$ cat config.mk
export PLATFORM = sky130hd
export DESIGN_NAME = i2c_master_bit_engine_core
export DESIGN_NICKNAME = d
export VERILOG_FILES = /design/src/rtl/core/i2cm_pkg.sv /design/src/rtl/core/i2cm_front.sv /design/src/rtl/core/i2cm_back.sv /design/src/rtl/core/i2c_master_bit_engine_core.sv
export SDC_FILE = /design/constraint.sdc
export NUM_CORES = 1
export LEC_CHECK = 0
export ABC_AREA = 1
export BUFFER_PORTS_ARGS = -buffer_cell sky130_fd_sc_hd__clkbuf_2
export CAP_MARGIN = 25
export CORE_MARGIN = 2
export CORE_UTILIZATION = 50
export CTS_BUF_LIST = sky130_fd_sc_hd__clkbuf_4 sky130_fd_sc_hd__clkbuf_8
export CTS_CLUSTER_DIAMETER = 50
export DETAILED_ROUTE_END_ITERATION = 8
export PLACE_DENSITY = 0.7
export SKIP_LAST_GASP = 1
export SLEW_MARGIN = 40
export SYNTH_ARGS = -nofsm -noshare
export SYNTH_HDL_FRONTEND = slang
export SYNTH_SLANG_ARGS = --single-unit
$ cat constraint.sdc
create_clock -name clk -period 11.1 [get_ports clk]
set_input_delay 1.11 -clock clk [delete_from_list [all_inputs] [get_ports clk]]
set_output_delay 1.11 -clock clk [all_outputs]
set_load 0.03 [all_outputs]
$ cat src/rtl/core/i2cm_pkg.sv
// Shared types and constants for the I2C master bit engine.
// No dependencies; every module of the block imports this package.
`timescale 1ns / 1ps

package i2cm_pkg;

  // Width of the phase counter and of the timing registers
  localparam int CNT_W    = 16;
  // Byte address width of the configuration port (two 32-bit registers)
  localparam int CFG_AW   = 3;
  localparam int CFG_DW   = 32;

  // Register indexes
  localparam logic REG_HALF  = 1'b0;
  localparam logic REG_SETUP = 1'b1;

  // Reset values of the timing registers
  localparam logic [CNT_W-1:0] HALF_RST  = CNT_W'(5);
  localparam logic [CNT_W-1:0] SETUP_RST = CNT_W'(3);

  // Command codes
  localparam logic [2:0] CMD_NONE   = 3'd0;
  localparam logic [2:0] CMD_START  = 3'd1;
  localparam logic [2:0] CMD_STOP   = 3'd2;
  localparam logic [2:0] CMD_WRITE  = 3'd3;
  localparam logic [2:0] CMD_READ   = 3'd4;
  localparam logic [2:0] CMD_SACK   = 3'd5;
  localparam logic [2:0] CMD_GACK   = 3'd6;
  // Unused code: ignored when idle, rejected when busy
  localparam logic [2:0] CMD_UNUSED = 3'd7;

  // Input word: one timing tick
  typedef struct packed {
    logic [2:0] command;
    logic [7:0] write_data;
    logic       ack_level;
    logic       sda_in;
  } in_word_t;

  // Result word: drive levels and status after the tick
  typedef struct packed {
    logic       scl_level;
    logic       sda_level;
    logic       busy_res;
    logic       done_res;
    logic [7:0] read_data;
    logic       ack_seen;
    logic       rejected;
  } out_word_t;

  // Classified tick as held in the queue between front and back
  typedef struct packed {
    logic [2:0] op;        // valid command, CMD_NONE for none or unknown
    logic       cmd_any;   // any nonzero command code, for rejection
    logic [7:0] write_data;
    logic       ack_level;
    logic       sda_in;
  } tick_t;

  // Timing values handed from the register file to the engine
  typedef struct packed {
    logic [CNT_W-1:0] half;
    logic [CNT_W-1:0] setup;
  } timing_t;

endpackage

$ cat src/rtl/core/i2cm_front.sv
// Front end of the I2C master bit engine: classifies each incoming tick
// and holds it in a two-entry queue for the engine. Uses i2cm_pkg.
`timescale 1ns / 1ps

module i2cm_front (
  input  logic              clk,
  input  logic              rst_n,
  input  logic              in_valid,
  output logic              in_stall,
  input  i2cm_pkg::in_word_t in_data,
  output logic              q_valid,
  input  logic              q_pop,
  output i2cm_pkg::tick_t   q_data
);
  import i2cm_pkg::*;

  tick_t      mem_r [2];
  logic       wr_ptr_r, wr_ptr_nxt;
  logic       rd_ptr_r, rd_ptr_nxt;
  logic [1:0] fill_r, fill_nxt;
  logic       push, pop;
  tick_t      cls;

  // Classify the command: map the unused code to no command
  always_comb begin
    cls.op         = (in_data.command == CMD_UNUSED) ? CMD_NONE : in_data.command;
    cls.cmd_any    = (in_data.command != CMD_NONE);
    cls.write_data = in_data.write_data;
    cls.ack_level  = in_data.ack_level;
    cls.sda_in     = in_data.sda_in;
  end

  // Queue control
  assign in_stall = (fill_r == 2'd2);
  assign q_valid  = (fill_r != 2'd0);
  assign q_data   = mem_r[rd_ptr_r];
  assign push     = in_valid && !in_stall;
  assign pop      = q_pop && q_valid;

  always_comb begin
    wr_ptr_nxt = push ? ~wr_ptr_r : wr_ptr_r;
    rd_ptr_nxt = pop ? ~rd_ptr_r : rd_ptr_r;
    fill_nxt   = fill_r + 2'(push) - 2'(pop);
  end

  always_ff @(posedge clk) begin
    if (!rst_n) begin
      wr_ptr_r <= 1'b0;
      rd_ptr_r <= 1'b0;
      fill_r   <= 2'd0;
    end else begin
      wr_ptr_r <= wr_ptr_nxt;
      rd_ptr_r <= rd_ptr_nxt;
      fill_r   <= fill_nxt;
    end
  end

  // Store the classified word
  always_ff @(posedge clk) begin
    if (push) begin
      mem_r[wr_ptr_r] <= cls;
    end
  end

endmodule

$ cat src/rtl/core/i2cm_back.sv
// Back end of the I2C master bit engine: runs the SCL/SDA phase sequencer
// one tick per queued word and registers the result word. Uses i2cm_pkg.
`timescale 1ns / 1ps

module i2cm_back (
  input  logic               clk,
  input  logic               rst_n,
  input  i2cm_pkg::timing_t  timing,
  input  logic               q_valid,
  output logic               q_pop,
  input  i2cm_pkg::tick_t    q_data,
  output logic               out_valid,
  input  logic               out_stall,
  output i2cm_pkg::out_word_t out_data
);
  import i2cm_pkg::*;

  // Sequencer steps
  localparam logic [4:0] ST_IDLE         = 5'd0;
  localparam logic [4:0] ST_START_SDA_HI = 5'd1;
  localparam logic [4:0] ST_START_SCL_HI = 5'd2;
  localparam logic [4:0] ST_START_SDA_LO = 5'd3;
  localparam logic [4:0] ST_START_END    = 5'd4;
  localparam logic [4:0] ST_STOP_SDA_LO  = 5'd5;
  localparam logic [4:0] ST_STOP_SCL_HI  = 5'd6;
  localparam logic [4:0] ST_STOP_SDA_HI  = 5'd7;
  localparam logic [4:0] ST_STOP_END     = 5'd8;
  localparam logic [4:0] ST_SACK_SDA     = 5'd9;
  localparam logic [4:0] ST_SACK_SCL_HI  = 5'd10;
  localparam logic [4:0] ST_SACK_END     = 5'd11;
  localparam logic [4:0] ST_GACK_SCL_HI  = 5'd12;
  localparam logic [4:0] ST_GACK_SAMPLE  = 5'd13;
  localparam logic [4:0] ST_WR_SDA       = 5'd14;
  localparam logic [4:0] ST_WR_SCL_HI    = 5'd15;
  localparam logic [4:0] ST_WR_BIT_END   = 5'd16;
  localparam logic [4:0] ST_RD_SCL_HI    = 5'd17;
  localparam logic [4:0] ST_RD_SAMPLE    = 5'd18;

  typedef struct packed {
    logic [4:0]       step;
    logic [CNT_W-1:0] cnt;
    logic [3:0]       bit_idx;
    logic [7:0]       shift;
    logic [7:0]       rx;
    logic             ack;
    logic             scl;
    logic             sda;
    logic             done;
  } eng_t;

  eng_t             eng_r, eng_nxt;
  eng_t             e0, e1, e2;
  logic [CNT_W-1:0] h, s;
  logic             busy;
  out_word_t        out_r, out_nxt;
  logic             out_valid_r, out_valid_nxt;

  // Run the step whose hold has expired
  function automatic eng_t advance(eng_t e, logic [CNT_W-1:0] hl, logic [CNT_W-1:0] sl,
                                   logic sda_in);
    eng_t r;
    r      = e;
    r.done = 1'b0;
    if (e.step != ST_IDLE && e.cnt == '0) begin
      unique case (e.step)
        ST_START_SDA_HI: begin r.sda = 1'b1; r.cnt = hl; r.step = ST_START_SCL_HI; end
        ST_START_SCL_HI: begin r.scl = 1'b1; r.cnt = hl; r.step = ST_START_SDA_LO; end
        ST_START_SDA_LO: begin r.sda = 1'b0; r.cnt = hl; r.step = ST_START_END; end
        ST_START_END: begin
          r.scl = 1'b0; r.step = ST_IDLE; r.cnt = '0; r.done = 1'b1;
        end
        ST_STOP_SDA_LO: begin r.sda = 1'b0; r.cnt = hl; r.step = ST_STOP_SCL_HI; end
        ST_STOP_SCL_HI: begin r.scl = 1'b1; r.cnt = hl; r.step = ST_STOP_SDA_HI; end
        ST_STOP_SDA_HI: begin r.sda = 1'b1; r.cnt = hl; r.step = ST_STOP_END; end
        ST_STOP_END: begin
          r.step = ST_IDLE; r.cnt = '0; r.done = 1'b1;
        end
        ST_SACK_SDA: begin
          r.sda = e.shift[0]; r.cnt = hl - sl; r.step = ST_SACK_SCL_HI;
        end
        ST_SACK_SCL_HI: begin r.scl = 1'b1; r.cnt = hl; r.step = ST_SACK_END; end
        ST_SACK_END: begin
          r.scl = 1'b0; r.step = ST_IDLE; r.cnt = '0; r.done = 1'b1;
        end
        ST_GACK_SCL_HI: begin r.scl = 1'b1; r.cnt = hl; r.step = ST_GACK_SAMPLE; end
        ST_GACK_SAMPLE: begin
          r.ack = sda_in; r.scl = 1'b0;
          r.step = ST_IDLE; r.cnt = '0; r.done = 1'b1;
        end
        ST_WR_SDA: begin
          r.sda = e.shift[7]; r.cnt = hl - sl; r.step = ST_WR_SCL_HI;
        end
        ST_WR_SCL_HI: begin r.scl = 1'b1; r.cnt = hl; r.step = ST_WR_BIT_END; end
        ST_WR_BIT_END: begin
          r.shift   = {e.shift[6:0], 1'b0};
          r.bit_idx = e.bit_idx + 4'd1;
          r.scl     = 1'b0;
          if (r.bit_idx < 4'd8) begin
            r.cnt = sl; r.step = ST_WR_SDA;
          end else begin
            r.step = ST_IDLE; r.cnt = '0; r.done = 1'b1;
          end
        end
        ST_RD_SCL_HI: begin r.scl = 1'b1; r.cnt = hl; r.step = ST_RD_SAMPLE; end
        ST_RD_SAMPLE: begin
          r.shift   = {e.shift[6:0], sda_in};
          r.bit_idx = e.bit_idx + 4'd1;
          r.scl     = 1'b0;
          if (r.bit_idx < 4'd8) begin
            r.cnt = hl; r.step = ST_RD_SCL_HI;
          end else begin
            r.rx = r.shift; r.step = ST_IDLE; r.cnt = '0; r.done = 1'b1;
          end
        end
        default: begin
          r.step = ST_IDLE; r.cnt = '0;
        end
      endcase
    end
    return r;
  endfunction

  // Effective half period and clamped setup
  always_comb begin
    h = (timing.half == '0) ? CNT_W'(1) : timing.half;
    s = (timing.setup > h) ? h : timing.setup;
  end

  assign busy = (eng_r.step != ST_IDLE);

  // Count down while busy, otherwise dispatch a new command
  always_comb begin
    e0      = eng_r;
    e0.done = 1'b0;
    if (busy) begin
      if (eng_r.cnt != '0) begin
        e0.cnt = eng_r.cnt - CNT_W'(1);
      end
    end else begin
      e0.bit_idx = 4'd0;
      unique case (q_data.op)
        CMD_START: begin e0.scl = 1'b0; e0.cnt = h; e0.step = ST_START_SDA_HI; end
        CMD_STOP:  begin e0.scl = 1'b0; e0.cnt = h; e0.step = ST_STOP_SDA_LO; end
        CMD_WRITE: begin
          e0.scl = 1'b0; e0.shift = q_data.write_data; e0.cnt = s; e0.step = ST_WR_SDA;
        end
        CMD_READ: begin
          e0.scl = 1'b0; e0.sda = 1'b1; e0.shift = 8'd0; e0.cnt = h;
          e0.step = ST_RD_SCL_HI;
        end
        CMD_SACK: begin
          e0.scl = 1'b0; e0.shift = {7'd0, q_data.ack_level}; e0.cnt = s;
          e0.step = ST_SACK_SDA;
        end
        CMD_GACK: begin
          e0.scl = 1'b0; e0.sda = 1'b1; e0.cnt = h; e0.step = ST_GACK_SCL_HI;
        end
        default: begin
        end
      endcase
    end
    // At most one zero-length hold can follow an expired one within a tick
    e1 = advance(e0, h, s, q_data.sda_in);
    e2 = advance(e1, h, s, q_data.sda_in);
  end

  // Take a queued tick whenever the result register is free or draining
  assign q_pop = q_valid && (!out_valid_r || !out_stall);

  always_comb begin
    eng_nxt      = e2;
    eng_nxt.done = 1'b0;
    out_nxt.scl_level = e2.scl;
    out_nxt.sda_level = e2.sda;
    out_nxt.busy_res  = (e2.step != ST_IDLE);
    out_nxt.done_res  = e1.done | e2.done;
    out_nxt.read_data = e2.rx;
    out_nxt.ack_seen  = e2.ack;
    out_nxt.rejected  = busy && q_data.cmd_any;
    out_valid_nxt = q_pop ? 1'b1 : (out_valid_r && out_stall);
  end

  // Engine state
  always_ff @(posedge clk) begin
    if (!rst_n) begin
      eng_r.step    <= ST_IDLE;
      eng_r.cnt     <= '0;
      eng_r.bit_idx <= 4'd0;
      eng_r.shift   <= 8'd0;
      eng_r.rx      <= 8'd0;
      eng_r.ack     <= 1'b0;
      eng_r.scl     <= 1'b1;
      eng_r.sda     <= 1'b1;
      eng_r.done    <= 1'b0;
      out_valid_r   <= 1'b0;
    end else begin
      if (q_pop) begin
        eng_r <= eng_nxt;
      end
      out_valid_r <= out_valid_nxt;
    end
  end

  // Result word
  always_ff @(posedge clk) begin
    if (q_pop) begin
      out_r <= out_nxt;
    end
  end

  assign out_valid = out_valid_r;
  assign out_data  = out_r;

endmodule

$ cat src/rtl/core/i2c_master_bit_engine_core.sv
// I2C master bit engine, one input word per timing tick and one result word
// per input word. The engine sustains one word per clock cycle while the
// output is not stalled: the phase sequencer in the back end advances by one
// tick each cycle it takes a word, chaining a zero-length setup hold within
// the same cycle. A two-entry queue sits between the command front end and
// the sequencer, and the result word leaves from a register, so an accepted
// word passes through a queue entry and then the result register. Timing
// registers: half period at byte 0, data setup at byte 4; write them only
// while no words are in flight. Depends on i2cm_pkg, i2cm_front and i2cm_back.
`timescale 1ns / 1ps

module i2c_master_bit_engine_core (
  input  logic                        clk,
  input  logic                        rst_n,
  input  logic                        in_valid,
  output logic                        in_stall,
  input  i2cm_pkg::in_word_t          in_data,
  output logic                        out_valid,
  input  logic                        out_stall,
  output i2cm_pkg::out_word_t         out_data,
  input  logic                        psel,
  input  logic                        penable,
  input  logic                        pwrite,
  input  logic [i2cm_pkg::CFG_AW-1:0] paddr,
  input  logic [i2cm_pkg::CFG_DW-1:0] pwdata,
  output logic [i2cm_pkg::CFG_DW-1:0] prdata,
  output logic                        pready
);
  import i2cm_pkg::*;

  logic [CNT_W-1:0] half_r, setup_r;
  logic             wr_en;
  logic             reg_sel;
  timing_t          timing;
  logic             q_valid, q_pop;
  tick_t            q_data;

  // Register file
  assign pready  = 1'b1;
  assign reg_sel = paddr[2];
  assign wr_en   = psel && penable && pwrite && pready;

  always_ff @(posedge clk) begin
    if (!rst_n) begin
      half_r  <= HALF_RST;
      setup_r <= SETUP_RST;
    end else if (wr_en) begin
      if (reg_sel == REG_HALF) begin
        half_r <= pwdata[CNT_W-1:0];
      end else begin
        setup_r <= pwdata[CNT_W-1:0];
      end
    end
  end

  // Read back
  always_comb begin
    prdata = '0;
    if (reg_sel == REG_SETUP) begin
      prdata[CNT_W-1:0] = setup_r;
    end else begin
      prdata[CNT_W-1:0] = half_r;
    end
  end

  assign timing.half  = half_r;
  assign timing.setup = setup_r;

  i2cm_front u_front (
    .clk      (clk),
    .rst_n    (rst_n),
    .in_valid (in_valid),
    .in_stall (in_stall),
    .in_data  (in_data),
    .q_valid  (q_valid),
    .q_pop    (q_pop),
    .q_data   (q_data)
  );

  i2cm_back u_back (
    .clk       (clk),
    .rst_n     (rst_n),
    .timing    (timing),
    .q_valid   (q_valid),
    .q_pop     (q_pop),
    .q_data    (q_data),
    .out_valid (out_valid),
    .out_stall (out_stall),
    .out_data  (out_data)
  );

endmodule
==> results.yml <==
global_routing:
  grt_first_pass_wirelength_um: 45300
  grt_pass1_vias: 8778
  grt_antenna_before_repair: 0
  overflow: 0
  grt_max_degree: 52
  grt_use_total: 0.280
cts:
  hold_buffers: 0
  clock_latency_ns: 0.45
  tritoncts: "built"
  post_cts_buffers: 0
  clock_tree.buffer_depth: 2
  cts.sinks: 124
  cts_made_buffers: 17
  clk_pin_slew_ns: 0.08
  cts-root-buf: "clkbuf_8"
  ctsResizeCount: 0
  htree_levels: 4
timing:
  hold_viol: 0
  drv_slew: 0
  setup-violations-final: 0
  slew_headroom: 0.466
  worst_slew_pin_slew_ns: 0.792
  setup_ws_ns: 4.40
  tns_ns: 0
  rsz0062_at_grt: "no"
  min_period_ns: 6.70
  fmax_ghz: 0.149
  fin_skew_ns: 0.0150
  fin_crit_sh: 0.604
routing:
  top_layer: "met4"
  wl_met3_um: 2270
  wl_per_cell_um: 15.5
  drt_iter0_markers: 741
  ant_nets: 0
  dr_wl_met2_um: 11900
  drtPass1Iterations: 5
  vias_per_cell: 5.44
  wl_met1_um: 13400
  routed-via-count: 9775
  totalWireLength_um: 27900
  post-route-drc-count: 0
yosys:
  ys_top_cells_by_count: "363 x nand2_1, 186 x inv_1, 156 x nor2_1"
  synthesis.area_mm2: 0.00965
  post-synth-top-count-cell: "nand2_1"
  synth_edf_count: 42
  ys_ff_latch: 124
  syn_area_per_cell_um2: 6.43
  synth.distinct_cells: 53
  yosysTopAreaCellShare: 0.170
  ys_seq_area_frac: 0.301
  async_flop_share: 0
  synth_top_area_cell: "dfxtp_1"
  synthCells: 1500
  yosysWarnings: 0
  synth_ff_type: "dfxtp_1"
  synth_area_leaders: "dfxtp_1 17%, nand2_1 14%, edfxtp_1 13%"
hold_path:
  min_path_type: "flop to flop"
setup_path:
  cp-start-kind: "flop"
  cp.arrival_ns: 7.09
  crit_required_ns: 11.49
  worstSetupEndpointType: "flop"
  crit_top_cell: "nand2_1"
  critPathSlowestCell: "dfxtp_1"
  max_stage_delay_ns: 0.49
  crit_path_max_fanout: 17
  crit_type: "flop to flop"
pwr:
  p_int_mw: 1.50
  p_per_area_mw_per_mm2: 343
  irDropWorstVdd_mv: 0.136
  switching_share: 0.580
  total_power_mw: 3.58
  combPwrFrac: 0.687
  p_leak_nw: 4.95
  p_sw_mw: 2.08
  pwr-share-seq: 0.193
  p_clk_frac: 0.120
placement:
  preCtsSetupSlack_ns: 4.55
  place_congestion: 0.914
  hpwlAfterDp_um: 21200
  placed_area_mm2: 0.0100
  numPortBuffers: 68
layout:
  fillers: 1895
  multi_input_area_mm2: 0.00563
  antenna-diode-count: 0
  fin_area_mm2: 0.0104
  drive_gt1_frac: 0.112
  syn_to_final_growth_pct: 8.18
  nNetsFinal: 1617
  area.sequential_mm2: 0.00290
floorplanning:
  start_util: 0.512
  die_area_mm2: 0.0204
  die_h_um: 143
  rows: 50
  core_area_mm2: 0.0188
  ios: 104
  dieWidth_um: 143
flow_run:
  maxCapViolCount: 0
status:
  status: "finished, final reports clean"
[power groups by stage]
stage / Sequential [mW] / Combinational (mW) / Clock, mW
final: 0.689 / 2.46 / 0.428
after global routing: 0.702 / 2.73 / 0.453
after CTS: 0.686 / 2.41 / 0.433
after detailed placement: 0.697 / 2.39 / 0
after global placement: 0.692 / 2.39 / 0
after floorplan: 0.719 / 1.80 / 0
[state kept, by name, indices dropped and copies added (netlist names), named ones only]
| register | flops |
|---|---|
| setup_r | 16 |
| half_r | 16 |
| u_front.fill_r | 2 |
| u_back.e0 | 9 |
| u_front.rd_ptr_r | 1 |
| u_back.out_valid | 1 |
| u_back.out_data | 14 |
| u_front.mem_r | 28 |
| u_back.eng_r | 35 |
| u_front.wr_ptr_r | 1 |
[final cells by class]
class	count	area share
Sequential cell	124	0.278
Multi-Input combinational cell	1108	0.540
Timing Repair Buffer	75	0.0396
Clock buffer	17	0.0224
Clock inverter	15	0.0171
Inverter	199	0.0718
Tap cell	260	0.0312
[cells by family (layout without fill, tap and decap cells)]
group,count (synthesis),in the layout,synth area share
xor gates and xnor gates,29,29,0.0263
muxes,1,1,0.00104
AOI/OAI and AO/OA,333,333,0.189
and+or+nand+nor,691,691,0.310
adders and majority gates,37,37,0.0488
DFF,124,124,0.301
buffers and inverters,283,306,0.123
other,2,17,0.000779
[critical path: cells and delay by family (launching register included)]
family / cells / cell delay [ns]
fa+ha+maj: 2 / 0.59
buf+inv: 5 / 0.73
compound gates: 5 / 1.42
simple gates: 27 / 3.23
flops: 1 / 0.49
xor+xnor: 1 / 0.14
[cells in the final DEF (no fill, tap or decap), types with 3 or more instances in the layout]
cell type  instances
a21oi_1          152
a31oi_1            4
buf_4              6
clkbuf_2          68
clkbuf_8          17
clkinv_4           4
conb_1            17
dfxtp_1           82
edfxtp_1          42
ha_1              36
inv_1            184
inv_2             12
inv_6              3
inv_8              4
nand2_1          363
nand2_2           11
nand2_4            3
nand3_1           91
nand3_2            8
nand3_4            3
nand4_1           19
nor2_1           155
nor2_2            10
nor3_1             9
nor3_2             4
nor4_1             4
o211ai_1          16
o21ai_0          123
o21bai_1           5
o221ai_1           9
o22ai_1            5
or2_2              8
xnor2_1            4
xor2_1            25
[path summary, 6_finish.rpt]
check / endpoint / cells after the start / slack [ns] / startpoint
worst max-delay path: u_back.eng_r[1] / 40 / 4.40 / half_r[11]
worst min-delay path: flop / 1 / 0.45 / u_front.rd_ptr_r
worst max register to register: u_back.eng_r[1] / 40 / 4.40 / half_r[11]
worst min register to register: flop / 1 / 0.45 / u_front.rd_ptr_r
[routing by layer]
| metal | global-route usage | up-vias |
|---|---|---|
| li1 | - | 4933 |
| met1 | 0.418 | 4437 |
| met2 | 0.416 | 374 |
| met3 | 0.0537 | 31 |
| met4 | 0.0631 | 0 |
| met5 | 0 | - |
[metrics by stage]
step                       util  hold WS [ns]  std cells
after CTS                 0.554         0.450       1798
after floorplan               -         0.426       1515
final                     0.554         0.446       1798
after global routing      0.554         0.489       1798
after detailed placement  0.532         0.439       1766
after global placement    0.530         0.436       1763
Power figures use the tool's default switching activity.
